## src/rtl/spr_pkg.sv

```systemverilog
// shared types and constants for the servo position ramp
`default_nettype none

package spr_pkg;

   localparam int STATE_BITS     = 16;
   localparam int ANGLE_BITS     = 8;
   localparam int NORM_BITS      = 7;
   localparam int CMD_BITS       = 3;
   localparam int CSR_INDEX_BITS = 2;
   localparam int CSR_DATA_BITS  = 16;
   localparam int PROD_BITS      = NORM_BITS + ANGLE_BITS;
   localparam int DEG_BITS       = PROD_BITS + 3;

   localparam logic [STATE_BITS-1:0] STATE_MAX     = '1;
   localparam logic [STATE_BITS-1:0] RESET_STEP    = 16'd256;
   localparam logic [ANGLE_BITS-1:0] RESET_OPEN    = 8'd0;
   localparam logic [ANGLE_BITS-1:0] RESET_CLOSED  = 8'd180;
   localparam logic                  RESET_MOUNT   = 1'b1;
   localparam logic [ANGLE_BITS-1:0] ANGLE_MAX     = '1;

   typedef enum logic [CMD_BITS-1:0] {
      CMD_TICK         = 3'd0,
      CMD_SET_MOVEMENT = 3'd1,
      CMD_STOP         = 3'd2,
      CMD_REFRESH      = 3'd3,
      CMD_OPEN         = 3'd4,
      CMD_CLOSE        = 3'd5,
      CMD_INIT         = 3'd6
   } cmd_type;

   typedef enum logic [CSR_INDEX_BITS-1:0] {
      CSR_MAX_OPEN        = 2'd0,
      CSR_MAX_CLOSED      = 2'd1,
      CSR_MOUNT_DIRECTION = 2'd2,
      CSR_BASE_STEP       = 2'd3
   } csr_index_type;

   typedef struct packed {
      logic [ANGLE_BITS-1:0] max_open;
      logic [ANGLE_BITS-1:0] max_closed;
      logic                  mount_direction;
      logic [STATE_BITS-1:0] base_step;
   } config_type;

   typedef struct packed {
      cmd_type               cmd;
      logic [STATE_BITS-1:0] goal;
      logic [STATE_BITS-1:0] step;
      logic [STATE_BITS-1:0] delay;
   } work_type;

endpackage

`default_nettype wire

```

## src/rtl/spr_if.sv

```systemverilog
// channel interfaces for commands, results and register writes
`default_nettype none

interface spr_req_if;
   import spr_pkg::*;
   logic                  valid;
   logic                  ready;
   logic [CMD_BITS-1:0]   cmd;
   logic [NORM_BITS-1:0]  normalized_target;
   logic [STATE_BITS-1:0] step_size;
   logic [STATE_BITS-1:0] delay_ticks;
   modport source (output valid, cmd, normalized_target, step_size, delay_ticks,
                   input ready);
   modport sink (input valid, cmd, normalized_target, step_size, delay_ticks,
                 output ready);
endinterface

interface spr_rsp_if;
   import spr_pkg::*;
   logic                  valid;
   logic                  ready;
   logic [ANGLE_BITS-1:0] servo_angle;
   logic                  moved;
   logic                  still;
   modport source (output valid, servo_angle, moved, still, input ready);
   modport sink (input valid, servo_angle, moved, still, output ready);
endinterface

interface spr_csr_if;
   import spr_pkg::*;
   logic                     valid;
   logic                     ready;
   logic [CSR_INDEX_BITS-1:0] index;
   logic [CSR_DATA_BITS-1:0]  data;
   modport source (output valid, index, data, input ready);
   modport sink (input valid, index, data, output ready);
endinterface

`default_nettype wire

```

## src/rtl/spr_front.sv

```systemverilog
// front end: accepts commands, tracks the normalized position and maps goals
`default_nettype none

module spr_front #(
   parameter int FRAC_BITS  = 8,
   parameter int FULL_SCALE = 100
) (
   input  logic               clock,
   input  logic               reset,
   spr_req_if.sink            req,
   input  spr_pkg::config_type cfg,
   output logic               push_valid,
   output spr_pkg::work_type  push_data,
   input  logic               push_ready
);
   import spr_pkg::*;

   localparam int     RECIP_SHIFT = PROD_BITS + $clog2(FULL_SCALE);
   localparam int     RECIP_BITS  = RECIP_SHIFT + 1;
   localparam longint RECIP       =
      ((longint'(1) << RECIP_SHIFT) + longint'(FULL_SCALE) - 1) / longint'(FULL_SCALE);
   localparam logic [RECIP_BITS-1:0] RECIP_CONST = RECIP_BITS'(RECIP);
   localparam int     WIDE_BITS   = PROD_BITS + RECIP_BITS;

   function automatic logic [STATE_BITS-1:0] to_fixed(input logic [ANGLE_BITS-1:0] deg);
      logic [31:0] wide;
      wide = 32'(deg) << FRAC_BITS;
      return (|wide[31:STATE_BITS]) ? STATE_MAX : wide[STATE_BITS-1:0];
   endfunction

   logic                  advance;
   logic                  take;
   cmd_type               req_cmd;

   logic [NORM_BITS-1:0]  norm_ff, norm_in;
   logic [NORM_BITS-1:0]  norm_sel;
   logic signed [ANGLE_BITS:0] span;
   logic [ANGLE_BITS:0]   span_abs;
   logic [PROD_BITS-1:0]  prod;

   logic                  s1_valid_ff, s1_valid_in;
   cmd_type               s1_cmd_ff;
   logic [STATE_BITS-1:0] s1_step_ff, s1_step_in;
   logic [STATE_BITS-1:0] s1_delay_ff, s1_delay_in;
   logic                  s1_neg_ff;
   logic [PROD_BITS-1:0]  s1_prod_ff;

   logic [WIDE_BITS-1:0]  recip_prod;
   logic                  s2_valid_ff, s2_valid_in;
   cmd_type               s2_cmd_ff;
   logic [STATE_BITS-1:0] s2_step_ff;
   logic [STATE_BITS-1:0] s2_delay_ff;
   logic                  s2_neg_ff;
   logic [PROD_BITS-1:0]  s2_quot_ff;

   logic signed [DEG_BITS-1:0] delta;
   logic signed [DEG_BITS-1:0] deg;
   logic [ANGLE_BITS-1:0] deg_clamped;
   logic [STATE_BITS-1:0] goal_sel;

   assign advance   = push_ready;
   assign req.ready = advance;
   assign take      = req.valid && advance;
   assign req_cmd   = cmd_type'(req.cmd);

   // stage one: operand select and span product
   always_comb begin
      norm_in = norm_ff;
      if (take && req_cmd == CMD_SET_MOVEMENT) begin
         norm_in = req.normalized_target;
      end else if (take && req_cmd == CMD_INIT) begin
         norm_in = '0;
      end
      norm_sel = (req_cmd == CMD_SET_MOVEMENT) ? req.normalized_target : norm_ff;
      span     = $signed({1'b0, cfg.max_closed}) - $signed({1'b0, cfg.max_open});
      span_abs = span[ANGLE_BITS] ? (ANGLE_BITS+1)'(0) - span : span;
      prod     = PROD_BITS'(norm_sel) * PROD_BITS'(span_abs[ANGLE_BITS-1:0]);
      s1_step_in  = (req_cmd == CMD_SET_MOVEMENT) ? req.step_size : cfg.base_step;
      s1_delay_in = (req_cmd == CMD_SET_MOVEMENT) ? req.delay_ticks : '0;
      s1_valid_in = advance ? req.valid : s1_valid_ff;
   end

   // stage two: divide by full scale through the reciprocal
   assign recip_prod  = WIDE_BITS'(s1_prod_ff) * WIDE_BITS'(RECIP_CONST);
   assign s2_valid_in = advance ? s1_valid_ff : s2_valid_ff;

   // final step: signed offset, clamp and fixed point goal
   always_comb begin
      delta = $signed(DEG_BITS'(s2_quot_ff));
      if (s2_neg_ff) begin
         delta = -delta;
      end
      deg = $signed(DEG_BITS'(cfg.max_open)) + delta;
      if (deg < 0) begin
         deg_clamped = '0;
      end else if (deg > $signed(DEG_BITS'(ANGLE_MAX))) begin
         deg_clamped = ANGLE_MAX;
      end else begin
         deg_clamped = deg[ANGLE_BITS-1:0];
      end
      unique case (s2_cmd_ff) inside
         CMD_SET_MOVEMENT, CMD_REFRESH: goal_sel = to_fixed(deg_clamped);
         CMD_OPEN:                      goal_sel = to_fixed(cfg.max_open);
         CMD_CLOSE:                     goal_sel = to_fixed(cfg.max_closed);
         CMD_INIT: begin
            goal_sel = to_fixed(cfg.mount_direction ? cfg.max_open : cfg.max_closed);
         end
         default:                       goal_sel = '0;
      endcase
   end

   assign push_valid     = s2_valid_ff;
   assign push_data.cmd   = s2_cmd_ff;
   assign push_data.goal  = goal_sel;
   assign push_data.step  = s2_step_ff;
   assign push_data.delay = s2_delay_ff;

   always_ff @(posedge clock) begin
      if (reset) begin
         norm_ff     <= '0;
         s1_valid_ff <= 1'b0;
         s2_valid_ff <= 1'b0;
      end else begin
         norm_ff     <= norm_in;
         s1_valid_ff <= s1_valid_in;
         s2_valid_ff <= s2_valid_in;
      end
   end

   always_ff @(posedge clock) begin
      if (advance) begin
         s1_cmd_ff   <= req_cmd;
         s1_step_ff  <= s1_step_in;
         s1_delay_ff <= s1_delay_in;
         s1_neg_ff   <= span[ANGLE_BITS];
         s1_prod_ff  <= prod;
         s2_cmd_ff   <= s1_cmd_ff;
         s2_step_ff  <= s1_step_ff;
         s2_delay_ff <= s1_delay_ff;
         s2_neg_ff   <= s1_neg_ff;
         s2_quot_ff  <= recip_prod[RECIP_SHIFT +: PROD_BITS];
      end
   end

endmodule

`default_nettype wire

```

## src/rtl/spr_queue.sv

```systemverilog
// short queue of classified commands between front and back
`default_nettype none

module spr_queue #(
   parameter int DEPTH = 2
) (
   input  logic              clock,
   input  logic              reset,
   input  logic              push_valid,
   input  spr_pkg::work_type push_data,
   output logic              push_ready,
   output logic              pop_valid,
   output spr_pkg::work_type pop_data,
   input  logic              pop_ready
);
   import spr_pkg::*;

   localparam int PTR_BITS   = (DEPTH > 1) ? $clog2(DEPTH) : 1;
   localparam int COUNT_BITS = $clog2(DEPTH + 1);
   localparam logic [PTR_BITS-1:0]   LAST_PTR  = PTR_BITS'(DEPTH - 1);
   localparam logic [COUNT_BITS-1:0] FULL_CNT  = COUNT_BITS'(DEPTH);

   work_type                entry_ff [DEPTH];
   logic [PTR_BITS-1:0]     wr_ptr_ff, wr_ptr_in;
   logic [PTR_BITS-1:0]     rd_ptr_ff, rd_ptr_in;
   logic [COUNT_BITS-1:0]   count_ff, count_in;
   logic                    do_push;
   logic                    do_pop;

   assign push_ready = (count_ff != FULL_CNT);
   assign pop_valid  = (count_ff != '0);
   assign pop_data   = entry_ff[rd_ptr_ff];
   assign do_push    = push_valid && push_ready;
   assign do_pop     = pop_valid && pop_ready;

   always_comb begin
      wr_ptr_in = wr_ptr_ff;
      rd_ptr_in = rd_ptr_ff;
      count_in  = count_ff;
      if (do_push) begin
         wr_ptr_in = (wr_ptr_ff == LAST_PTR) ? '0 : wr_ptr_ff + 1'b1;
      end
      if (do_pop) begin
         rd_ptr_in = (rd_ptr_ff == LAST_PTR) ? '0 : rd_ptr_ff + 1'b1;
      end
      if (do_push && !do_pop) begin
         count_in = count_ff + 1'b1;
      end else if (do_pop && !do_push) begin
         count_in = count_ff - 1'b1;
      end
   end

   always_ff @(posedge clock) begin
      if (reset) begin
         wr_ptr_ff <= '0;
         rd_ptr_ff <= '0;
         count_ff  <= '0;
      end else begin
         wr_ptr_ff <= wr_ptr_in;
         rd_ptr_ff <= rd_ptr_in;
         count_ff  <= count_in;
      end
   end

   always_ff @(posedge clock) begin
      if (do_push) begin
         entry_ff[wr_ptr_ff] <= push_data;
      end
   end

endmodule

`default_nettype wire

```

## src/rtl/spr_back.sv

```systemverilog
// back end: position ramp state, tick update and result register
`default_nettype none

module spr_back #(
   parameter int FRAC_BITS = 8
) (
   input  logic              clock,
   input  logic              reset,
   input  logic              pop_valid,
   input  spr_pkg::work_type pop_data,
   output logic              pop_ready,
   spr_rsp_if.source         rsp
);
   import spr_pkg::*;

   logic                  take;
   logic [STATE_BITS-1:0] position_ff, position_in;
   logic [STATE_BITS-1:0] goal_ff, goal_in;
   logic [STATE_BITS-1:0] step_ff, step_in;
   logic [STATE_BITS-1:0] wait_ff, wait_in;
   logic [STATE_BITS-1:0] elapsed_ff, elapsed_in;

   logic [STATE_BITS:0]   sum_up;
   logic [STATE_BITS:0]   goal_plus;
   logic [STATE_BITS-1:0] gap;
   logic [31:0]           angle_wide;

   logic                  rsp_valid_ff, rsp_valid_in;
   logic [ANGLE_BITS-1:0] rsp_angle_ff, rsp_angle_in;
   logic                  rsp_moved_ff, rsp_moved_in;
   logic                  rsp_still_ff, rsp_still_in;

   assign pop_ready = !rsp_valid_ff || rsp.ready;
   assign take      = pop_valid && pop_ready;

   always_comb begin
      position_in = position_ff;
      goal_in     = goal_ff;
      step_in     = step_ff;
      wait_in     = wait_ff;
      elapsed_in  = elapsed_ff;
      sum_up      = {1'b0, position_ff} + {1'b0, step_ff};
      goal_plus   = {1'b0, goal_ff} + {1'b0, step_ff};
      unique case (pop_data.cmd) inside
         CMD_TICK: begin
            if (elapsed_ff >= wait_ff) begin
               if (sum_up <= {1'b0, goal_ff}) begin
                  position_in = sum_up[STATE_BITS-1:0];
               end else if ({1'b0, position_ff} >= goal_plus) begin
                  position_in = position_ff - step_ff;
               end
            end
            if (elapsed_ff != STATE_MAX) begin
               elapsed_in = elapsed_ff + 1'b1;
            end
         end
         CMD_SET_MOVEMENT: begin
            goal_in    = pop_data.goal;
            step_in    = pop_data.step;
            wait_in    = pop_data.delay;
            elapsed_in = '0;
         end
         CMD_STOP: goal_in = position_ff;
         CMD_REFRESH: begin
            goal_in    = pop_data.goal;
            step_in    = pop_data.step;
            wait_in    = '0;
            elapsed_in = STATE_MAX;
         end
         CMD_OPEN, CMD_CLOSE: goal_in = pop_data.goal;
         CMD_INIT: begin
            position_in = pop_data.goal;
            goal_in     = pop_data.goal;
            step_in     = pop_data.step;
            wait_in     = '0;
            elapsed_in  = STATE_MAX;
         end
         default: ;
      endcase

      gap        = (position_in >= goal_in) ? position_in - goal_in : goal_in - position_in;
      angle_wide = 32'(position_in) >> FRAC_BITS;
      rsp_angle_in = (|angle_wide[31:ANGLE_BITS]) ? ANGLE_MAX : angle_wide[ANGLE_BITS-1:0];
      rsp_moved_in = (pop_data.cmd == CMD_TICK) && (position_in != position_ff);
      rsp_still_in = (gap <= step_in);
      rsp_valid_in = take || (rsp_valid_ff && !rsp.ready);
   end

   assign rsp.valid       = rsp_valid_ff;
   assign rsp.servo_angle = rsp_angle_ff;
   assign rsp.moved       = rsp_moved_ff;
   assign rsp.still       = rsp_still_ff;

   always_ff @(posedge clock) begin
      if (reset) begin
         position_ff  <= '0;
         goal_ff      <= '0;
         step_ff      <= RESET_STEP;
         wait_ff      <= '0;
         elapsed_ff   <= STATE_MAX;
         rsp_valid_ff <= 1'b0;
      end else begin
         rsp_valid_ff <= rsp_valid_in;
         if (take) begin
            position_ff <= position_in;
            goal_ff     <= goal_in;
            step_ff     <= step_in;
            wait_ff     <= wait_in;
            elapsed_ff  <= elapsed_in;
         end
      end
   end

   always_ff @(posedge clock) begin
      if (take) begin
         rsp_angle_ff <= rsp_angle_in;
         rsp_moved_ff <= rsp_moved_in;
         rsp_still_ff <= rsp_still_in;
      end
   end

endmodule

`default_nettype wire

```

## src/rtl/servo_position_ramp.sv

```systemverilog
// top level of the servo position ramp: registers, front, queue and back
// a command passes both front stages, the queue and the back-end result register
// throughput: one command per cycle when the result channel does not stall the back end
// the goal mapping runs through a two-stage multiply pipeline in the front end
// reset clears position, goal and wait to zero, step to 256, elapsed to its maximum
// and the registers to open 0, closed 180, normal mount and step 256
`default_nettype none

module servo_position_ramp #(
   parameter int FRAC_BITS   = 8,
   parameter int FULL_SCALE  = 100,
   parameter int QUEUE_DEPTH = 2
) (
   input logic       clock,
   input logic       reset,
   spr_req_if.sink   req_ch,
   spr_rsp_if.source rsp_ch,
   spr_csr_if.sink   csr_ch
);
   import spr_pkg::*;

   config_type cfg_ff, cfg_in;
   logic       front_valid;
   work_type   front_data;
   logic       front_ready;
   logic       back_valid;
   work_type   back_data;
   logic       back_ready;

   assign csr_ch.ready = 1'b1;

   always_comb begin
      cfg_in = cfg_ff;
      if (csr_ch.valid) begin
         unique case (csr_index_type'(csr_ch.index))
            CSR_MAX_OPEN:        cfg_in.max_open        = csr_ch.data[ANGLE_BITS-1:0];
            CSR_MAX_CLOSED:      cfg_in.max_closed      = csr_ch.data[ANGLE_BITS-1:0];
            CSR_MOUNT_DIRECTION: cfg_in.mount_direction = csr_ch.data[0];
            CSR_BASE_STEP:       cfg_in.base_step       = csr_ch.data[STATE_BITS-1:0];
            default: ;
         endcase
      end
   end

   always_ff @(posedge clock) begin
      if (reset) begin
         cfg_ff.max_open        <= RESET_OPEN;
         cfg_ff.max_closed      <= RESET_CLOSED;
         cfg_ff.mount_direction <= RESET_MOUNT;
         cfg_ff.base_step       <= RESET_STEP;
      end else begin
         cfg_ff <= cfg_in;
      end
   end

   spr_front #(
      .FRAC_BITS  (FRAC_BITS),
      .FULL_SCALE (FULL_SCALE)
   ) u_front (
      .clock      (clock),
      .reset      (reset),
      .req        (req_ch),
      .cfg        (cfg_ff),
      .push_valid (front_valid),
      .push_data  (front_data),
      .push_ready (front_ready)
   );

   spr_queue #(
      .DEPTH (QUEUE_DEPTH)
   ) u_queue (
      .clock      (clock),
      .reset      (reset),
      .push_valid (front_valid),
      .push_data  (front_data),
      .push_ready (front_ready),
      .pop_valid  (back_valid),
      .pop_data   (back_data),
      .pop_ready  (back_ready)
   );

   spr_back #(
      .FRAC_BITS (FRAC_BITS)
   ) u_back (
      .clock     (clock),
      .reset     (reset),
      .pop_valid (back_valid),
      .pop_data  (back_data),
      .pop_ready (back_ready),
      .rsp       (rsp_ch)
   );

endmodule

`default_nettype wire
```

## src/flat_wrapper.sv

```systemverilog
// flat-port wrapper written by rule: the top's interface ports become plain ports
module servo_position_ramp_flat import spr_pkg::*;
#(
   parameter int FRAC_BITS   = 8,
   parameter int FULL_SCALE  = 100,
   parameter int QUEUE_DEPTH = 2
)
  (clock, reset, req_ch_valid, req_ch_cmd, req_ch_normalized_target, req_ch_step_size, req_ch_delay_ticks, req_ch_ready, rsp_ch_valid, rsp_ch_servo_angle, rsp_ch_moved, rsp_ch_still, rsp_ch_ready, csr_ch_valid, csr_ch_index, csr_ch_data, csr_ch_ready);
  spr_req_if req_ch_i ();
  spr_rsp_if rsp_ch_i ();
  spr_csr_if csr_ch_i ();
  input logic clock;
  input logic reset;
  input wire logic [$bits(req_ch_i.valid)-1:0] req_ch_valid;
  input wire logic [$bits(req_ch_i.cmd)-1:0] req_ch_cmd;
  input wire logic [$bits(req_ch_i.normalized_target)-1:0] req_ch_normalized_target;
  input wire logic [$bits(req_ch_i.step_size)-1:0] req_ch_step_size;
  input wire logic [$bits(req_ch_i.delay_ticks)-1:0] req_ch_delay_ticks;
  output wire logic [$bits(req_ch_i.ready)-1:0] req_ch_ready;
  output wire logic [$bits(rsp_ch_i.valid)-1:0] rsp_ch_valid;
  output wire logic [$bits(rsp_ch_i.servo_angle)-1:0] rsp_ch_servo_angle;
  output wire logic [$bits(rsp_ch_i.moved)-1:0] rsp_ch_moved;
  output wire logic [$bits(rsp_ch_i.still)-1:0] rsp_ch_still;
  input wire logic [$bits(rsp_ch_i.ready)-1:0] rsp_ch_ready;
  input wire logic [$bits(csr_ch_i.valid)-1:0] csr_ch_valid;
  input wire logic [$bits(csr_ch_i.index)-1:0] csr_ch_index;
  input wire logic [$bits(csr_ch_i.data)-1:0] csr_ch_data;
  output wire logic [$bits(csr_ch_i.ready)-1:0] csr_ch_ready;
  assign req_ch_i.valid = req_ch_valid;
  assign req_ch_i.cmd = req_ch_cmd;
  assign req_ch_i.normalized_target = req_ch_normalized_target;
  assign req_ch_i.step_size = req_ch_step_size;
  assign req_ch_i.delay_ticks = req_ch_delay_ticks;
  assign req_ch_ready = req_ch_i.ready;
  assign rsp_ch_valid = rsp_ch_i.valid;
  assign rsp_ch_servo_angle = rsp_ch_i.servo_angle;
  assign rsp_ch_moved = rsp_ch_i.moved;
  assign rsp_ch_still = rsp_ch_i.still;
  assign rsp_ch_i.ready = rsp_ch_ready;
  assign csr_ch_i.valid = csr_ch_valid;
  assign csr_ch_i.index = csr_ch_index;
  assign csr_ch_i.data = csr_ch_data;
  assign csr_ch_ready = csr_ch_i.ready;
  servo_position_ramp #(.FRAC_BITS(FRAC_BITS), .FULL_SCALE(FULL_SCALE), .QUEUE_DEPTH(QUEUE_DEPTH)) u_core (.clock(clock), .reset(reset), .req_ch(req_ch_i), .rsp_ch(rsp_ch_i), .csr_ch(csr_ch_i));
endmodule
```

## config.mk

```make
export PLATFORM = sky130hd
export DESIGN_NAME = servo_position_ramp_flat
export DESIGN_NICKNAME = d
export VERILOG_FILES = /design/src/rtl/spr_pkg.sv /design/src/rtl/spr_if.sv /design/src/rtl/spr_front.sv /design/src/rtl/spr_queue.sv /design/src/rtl/spr_back.sv /design/src/rtl/servo_position_ramp.sv /design/src/flat_wrapper.sv
export SDC_FILE = /design/constraint.sdc
export NUM_CORES = 1
export LEC_CHECK = 0
export ABC_AREA = 1
export BUFFER_PORTS_ARGS = -buffer_cell sky130_fd_sc_hd__buf_2
export CELL_PAD_IN_SITES_DETAIL_PLACEMENT = 0
export CELL_PAD_IN_SITES_GLOBAL_PLACEMENT = 1
export CORE_MARGIN = 2
export CORE_UTILIZATION = 49
export CTS_CLUSTER_SIZE = 16
export DETAILED_ROUTE_END_ITERATION = 8
export PLACE_DENSITY_LB_ADDON = 0.08
export SLEW_MARGIN = 20
export SYNTH_ARGS = -nofsm -noshare
export SYNTH_HDL_FRONTEND = slang
export SYNTH_HIERARCHICAL = 1
export SYNTH_SLANG_ARGS = --single-unit
```

## constraint.sdc

```tcl
create_clock -name clock -period 8.59 [get_ports clock]
set_input_delay 1.718 -clock clock [delete_from_list [all_inputs] [get_ports clock]]
set_output_delay 1.718 -clock clock [all_outputs]
set_load 0.01 [all_outputs]
```

=== Word level (Yosys, flattened, before mapping) ===
Memories as Yosys holds them, arrays and structs flattened. A register that Yosys moved wholly into a read port is not among the register bits.
Index checks and enable logic that the tools add are counted.

* Memories kept: 1
* Memory bits (writable): 102
* Word-level logic and storage cells: 133
* Input bits: 65
* Register bits: 233
* Output and inout bits: 13

{| class="wikitable"
|+ Memories
! name !! depth !! bits a word !! rd ports !! clocked after memory_dff !! wr ports !! line !! source
|-
| u_core.u_queue.entry_ff || 2 || 51 || 1 || 1 || 1 || spr_queue.sv:23 || <nowiki>work_type entry_ff [DEPTH];</nowiki>
|}

* Eq/ne operators: 20
* Multipliers: 2
* $lt $le $gt $ge: 7
* Reduce and logical (&&, ||, !) cells: 32
* Add/sub/neg operators: 14
* Multiplexer cells: 28

{| class="wikitable"
|+ Operators with widths
! kind !! number
|-
| 16-bit two-way mux || 7
|-
| 16-bit case mux with 2 select lines || 3
|-
| 16-bit case mux with 4 select lines || 1
|-
| 16-bit case mux with 3 select lines || 1
|-
| 16-bit subtractor || 3
|-
| 16-bit by 16-bit adder with 17-bit output || 2
|-
| 16-bit >= comparator || 2
|-
| 8-bit two-way mux || 4
|-
| 15-bit by 13-bit multiplier with 28-bit output, second input constant || 1
|-
| 3-bit equality test, second input constant || 7
|-
| 7-bit two-way mux || 3
|-
| 9-bit by 18-bit adder with 18-bit output || 1
|-
| 18-bit by 9-bit > comparator with 1-bit output, second input constant || 1
|-
| 18-bit by 1-bit < comparator with 1-bit output, second input constant || 1
|-
| 18-bit two-way mux || 1
|-
| 9-bit negator with 18-bit output || 1
|-
| 16-bit by 17-bit >= comparator with 1-bit output || 1
|-
| 17-bit by 16-bit <= comparator with 1-bit output || 1
|-
| 16-bit by 1-bit adder with 16-bit output, second input constant || 1
|-
| 16-bit <= comparator || 1
|-
| 16-bit != test || 1
|-
| 16-bit != test, second input constant || 1
|-
| 7-bit by 8-bit multiplier with 15-bit output || 1
|-
| 2-bit AND reduction || 5
|-
| 23 further kinds || 52
|}

=== Depth between registers and ports, before layout ===
* Depth in word-level cells: 9
* Depth in mapped cells: 56

=== Cells and area by module ===
Netlist, hierarchy kept.

{| class="wikitable"
|+ By module, submodules not included
! module !! cells an instance !! instances !! area each (µm²)
|-
| spr_front || 1211 || 1 || 10899.2
|-
| spr_back || 1648 || 1 || 10582.6
|-
| spr_queue || 196 || 1 || 4175.3
|-
| servo_position_ramp || 207 || 1 || 1497.7
|}

=== Least setup slack after synthesis ===
No wires, ideal clock.

* Path kind: register to register
* From: reg u_core.u_back.goal_ff[2]
* To: reg u_core.u_back.rsp_still_ff, in the netlist u_core/u_back/rsp.still, data pin
* Cell stages (with the launch flop): 53
* Buffers on the path: 2
* Data arrival time: 6391 ps
* Clock period less this slack: 6648 ps
* Path slack: 1942 ps
* Path through: dfxtp_1 -> ha_1 -> nand3_1 -> nand2_1 -> a21oi_1 -> o21ai_0 -> a21oi_1 -> o21ai_0 -> nand2_1 -> nand2_1 -> a21oi_1 -> o21ai_0 -> nand3_1 -> nand2_1 -> a21oi_1 -> nor2_1 -> nor2_1 -> xor2_1 -> (+17 left out) -> a21oi_1 -> ha_1 -> a21oi_1 -> o21ai_0 -> inv_1 -> o21ai_0 -> a21oi_1 -> nand2_4 -> buf_4 -> nand2_1 -> o21ai_0 -> ha_1 -> inv_1 -> o21bai_1 -> a221oi_1 -> o221ai_1 -> nand2_1 -> a32o_1

* Cells in the longest elaborated chain, start to end: 9
* Elaborated cells on any way between the ends: 13
* Classes of those cells: add/sub: 3; order compare: 4; mux: 6

{| class="wikitable"
|+ RTL lines
! what !! line !! source
|-
| start, declared || spr_back.sv:18 || <nowiki>logic [STATE_BITS-1:0] goal_ff, goal_in;</nowiki>
|-
| start signal, assigned || spr_back.sv:106 || <nowiki>goal_ff <= goal_in;</nowiki>
|-
| 16-bit by 16-bit adder with 17-bit output || spr_back.sv:43 || <nowiki>goal_plus = {1'b0, goal_ff} + {1'b0, step_ff};</nowiki>
|-
| 16-bit by 17-bit >= comparator with 1-bit output || spr_back.sv:49 || <nowiki>end else if ({1'b0, position_ff} >= goal_plus) begin</nowiki>
|-
| 16-bit two-way mux || spr_back.sv:49 ||
|-
| 16-bit two-way mux * || spr_back.sv:47 || <nowiki>if (sum_up <= {1'b0, goal_ff}) begin</nowiki>
|-
| 16-bit two-way mux * || spr_back.sv:46 || <nowiki>if (elapsed_ff >= wait_ff) begin</nowiki>
|-
| 16-bit case mux with 2 select lines * || spr_back.sv:44 || <nowiki>unique case (pop_data.cmd) inside</nowiki>
|-
| named net u_core.u_back.position_in[11] || spr_back.sv:17 || <nowiki>logic [STATE_BITS-1:0] position_ff, position_in;</nowiki>
|-
| 16-bit subtractor / 16-bit >= comparator (equally long branches) || spr_back.sv:81 || <nowiki>gap = (position_in >= goal_in) ? position_in - goal_in : goal_in - position_in;</nowiki>
|-
| 16-bit two-way mux * || spr_back.sv:81 ||
|-
| 16-bit <= comparator * || spr_back.sv:85 || <nowiki>rsp_still_in = (gap <= step_in);</nowiki>
|-
| named net u_core.u_back.rsp_still_in || spr_back.sv:31 || <nowiki>logic rsp_still_ff, rsp_still_in;</nowiki>
|-
| end signal, assigned || spr_back.sv:118 || <nowiki>rsp_still_ff <= rsp_still_in;</nowiki>
|-
| end, declared || spr_back.sv:31 ||
|}

Mark *: on every way through the listed nets, which the timed path passes. The rest lies on a longest branch.
A chain may end at the register's enable or synchronous reset.

=== Final worst setup path ===
* From: reg u_core.u_back.position_ff[1]
* To: reg u_core.u_back.rsp_still_ff, in the netlist u_core/u_back/rsp.still, data pin

* Cells in the longest elaborated chain, start to end: 8
* Elaborated cells on any way between the ends: 14
* Classes of those cells: add/sub: 4; order compare: 4; mux: 6

{| class="wikitable"
|+ RTL lines
! what !! line !! source
|-
| start, declared || spr_back.sv:17 ||
|-
| start signal, assigned || spr_back.sv:105 || <nowiki>position_ff <= position_in;</nowiki>
|-
| 16-bit by 16-bit adder with 17-bit output (tied with other cells) || spr_back.sv:42 || <nowiki>sum_up = {1'b0, position_ff} + {1'b0, step_ff};</nowiki>
|-
| 17-bit by 16-bit <= comparator with 1-bit output / 16-bit two-way mux (equally long branches) || spr_back.sv:47, spr_back.sv:49 ||
|-
| 16-bit two-way mux * || spr_back.sv:47 ||
|-
| 16-bit two-way mux * || spr_back.sv:46 ||
|-
| 16-bit case mux with 2 select lines * || spr_back.sv:44 ||
|-
| named net u_core.u_back.position_in[7] || spr_back.sv:17 ||
|-
| 16-bit subtractor / 16-bit >= comparator (equally long branches) || spr_back.sv:81 ||
|-
| 16-bit two-way mux * || spr_back.sv:81 ||
|-
| 16-bit <= comparator * || spr_back.sv:85 ||
|-
| named net u_core.u_back.rsp_still_in || spr_back.sv:31 ||
|}

Marks and branches as above.

==> run summary <==
Count leader, synth -> nand2_1
Critical path required time -> 9.05 ns
Worst-Margin Slew -> 1.04 ns
Achievable frequency -> 127 MHz
# diodes -> 0
Critical Path End -> u_core/u_back/rsp.still$_DFFE_PP_
Die area -> 57300 um^2
Dominant cells by area after synthesis -> edfxtp_1 23%, ha_1 14%, dfxtp_1 9.4%, nand2_1 9.2%, fa_1 7.7%
Relative slew slack -> 30.8%
Pin count of the biggest net entering global routing -> 66
Global-route wire length before repair -> 117 mm
Clk buf depth -> 3
Routed wire per std cell -> 18.5 um
Worst setup path startpoint -> u_core/u_back/position_ff[1]$_SDFFE_PP0P_
CTS HTree Levels -> 2
TritonCTS clock tree -> yes
Seq/Total Area, Yosys -> 32.4%
Async set-or-reset flop fraction in the synthesized netlist -> 0%
TNS Setup -> 0 ns
CORE AREA -> 55000 um^2
Max cap viols -> 0
GRT Overall Usage -> 26.6%
R2R Path Start -> u_core/u_back/position_ff[1]$_SDFFE_PP0P_
Final nets -> 3788
CP peak stage delay -> 0.59 ns
Slowest cell on crit path -> dfxtp_1
Crit end category -> flip-flop
Chip Width -> 239 um
Vias per cell -> 5.29
Port Buf Inserts -> 76
Die H -> 239 um
DRT iter0 DRCs -> 1337
Synth cell count leaders -> 662 x nand2_1, 560 x inv_1, 294 x ha_1, 269 x a21oi_1, 210 x nor2_1
Total congestion overflow -> 0
Rows -> 86
Clock Latency Late Sink -> 0.59 ns
Synth area leader -> edfxtp_1
Vias in the first global route -> 21.2k
Netlist cell types -> 70
Final setup vio count -> 0
Hold/Removal Path Class -> flip-flop to flip-flop
DRC viols -> 0
Syn Std Cell Area -> 27200 um^2
HPWL Detailed -> 61.8 mm
Reg2Reg Capture Point -> u_core/u_back/rsp.still$_DFFE_PP_
Yosys warns -> 6
# IOs -> 78
Synth Register Bits -> 336
Vias -> 21.7k
Clock-pin transition on the worst setup and hold timing paths -> 0.07 ns
Worst setup SP type -> flip-flop
Skew final -> 0.0350 ns
Syn_area_per_cell -> 8.32 um^2
RSZ-0062 raised after global routing -> no
WL final -> 75.8 mm
CTS Hold Bufs -> 0
RD Place Congestion -> 0.948
Initial antenna violation count -> 0
Cells after Synth -> 3262
Most frequent cell on the critical path -> nand2_1
Area growth syn-to-layout -> 8.37%
Initial Util -> 49.4%
Worst R2R Setup Slack -> 0.74 ns
R2r worst-path depth -> 43
Share of layout cells above drive strength 1 -> 9.45%
Postcts setup bufs -> 0
TritonCTS Sinks -> 336
Tcrit/Tclk final -> 91.4%
CTS Buf Count -> 39
Minimum clock period -> 7.85 ns
Final Max Slew Viols -> 0
CP Max Fanout -> 17
Yosys top cell area share -> 23.0%
Top FF cell, synth -> edfxtp_1
Clk Tree Root Cell -> clkbuf_16
Critical Path AT -> 8.31 ns
EDFF count, synth -> 208
Final Core Density -> 53.5%
Final hold viol count -> 0
Antenna-violating nets left -> 0
Status -> complete, no violations
Drt first pass iters -> 5
CP Class -> flip-flop to flip-flop
## per-stage QoR
| step | worst slack (ns) | cells | cell area (um^2) | hold WS [ns] |
|---|---|---|---|---|
| floorplan | 1.94 | 3269 | 27200 | 0.400 |
| finish | 0.741 | 4103 | 29400 | 0.420 |
| global placement | 0.842 | 4031 | 28100 | 0.401 |
| global route | 0.0572 | 4103 | 29400 | 0.420 |
| CTS | 0.783 | 4103 | 29400 | 0.417 |
| detailed placement | 0.760 | 4031 | 28100 | 0.405 |
## final cells by class
type	instances	area (um^2)
clock buffers	44	995
clock inverters	28	308
fillers	5169	25600
inverters	577	2170
multi-input cells	2267	15600
flip-flops and latches	336	8810
well taps	748	936
repair buffers	103	583
## layout by cell type, fill, tap and decap left out, types with 17 or more instances in the layout
master,n
nand2_1,661
inv_1,560
ha_1,294
a21oi_1,268
nor2_1,208
edfxtp_1,208
o21ai_0,168
dfxtp_1,127
nand3_1,118
fa_1,105
xor2_1,81
buf_2,76
mux2_4,50
clkbuf_16,39
nand4_1,31
buf_4,27
nand2_2,26
nor3_1,25
a31oi_1,17
a211oi_1,17
a22oi_1,17
xnor2_1,17
## worst max-delay path, delay by kind of cell, from the launching register on
family,cells,cell delay (ns)
AOI/OAI and AO/OA,12,2.57
and+or+nand+nor,19,2.18
adders and majority gates,4,1.43
buffers and inverters,7,0.74
DFF,1,0.59
xor gates and xnor gates,1,0.22
## per-layer routing
| metal | track usage, % | wire, um |
|---|---|---|
| met5 | 0 | 0 |
| met4 | 9.75 | 2800 |
| met1 | 33.6 | 32400 |
| met3 | 3.03 | 3320 |
| met2 | 46.7 | 37400 |
## worst min path at each step
stage                                                 from                                       to  slack [ns]  cells after the start
2_1_floorplan        u_core/u_front/s1_cmd_ff[0]$_DFFE_PP_    u_core/u_front/s2_cmd_ff[0]$_DFFE_PP_        0.40                      0
3_3_place_gp   u_core/u_front/s1_delay_ff[2]$_SDFFCE_PN0P_  u_core/u_front/s2_delay_ff[2]$_DFFE_PP_        0.40                      0
3_5_place_dp   u_core/u_front/s1_delay_ff[7]$_SDFFCE_PN0P_  u_core/u_front/s2_delay_ff[7]$_DFFE_PP_        0.40                      0
4_1_cts            u_core/u_front/s1_step_ff[15]$_DFFE_PP_  u_core/u_front/s2_step_ff[15]$_DFFE_PP_        0.42                      0
5_1_grt        u_core/u_front/s1_delay_ff[7]$_SDFFCE_PN0P_  u_core/u_front/s2_delay_ff[7]$_DFFE_PP_        0.42                      0
6_report            u_core/u_front/s1_step_ff[4]$_DFFE_PP_   u_core/u_front/s2_step_ff[4]$_DFFE_PP_        0.42                      0
## flip-flops by register name, indices dropped and copies added, names as in the netlist, 3 cells and up, named ones only
register,cells
u_core/u_front/s2_cmd_ff,3
u_core/u_back/rsp.servo_angle,8
u_core/u_back/wait_ff,16
u_core/u_front/s1_prod_ff,15
u_core/u_front/s2_quot_ff,9
u_core/u_back/position_ff,16
u_core/u_front/s1_cmd_ff,3
u_core/u_queue/entry_ff,102
u_core/u_back/elapsed_ff,16
u_core/u_front/s1_step_ff,16
u_core/u_back/step_ff,16
u_core/u_back/goal_ff,16
u_core/u_front/s1_delay_ff,16
u_core/u_front/s2_delay_ff,16
u_core/cfg_ff,33
u_core/u_front/s2_step_ff,16
u_core/u_front/norm_ff,7
## cell families after synthesis
family          share of synthesized area, %
buf+inv                                 10.3
mux                                     2.84
compound gates                          12.5
simple gates                            17.4
flops                                   32.4
fa+ha+maj                               21.3
other cells                           0.0277
xor+xnor                                3.28
## repair_timing
item	4_1_cts	5_1_grt
hold endpoints to repair	0	0
gates resized for setup	0	1
setup endpoints to repair	0	1
Power is not shown: default switching activity piles up to over one toggle a cycle in this logic, so the estimate is an artifact.
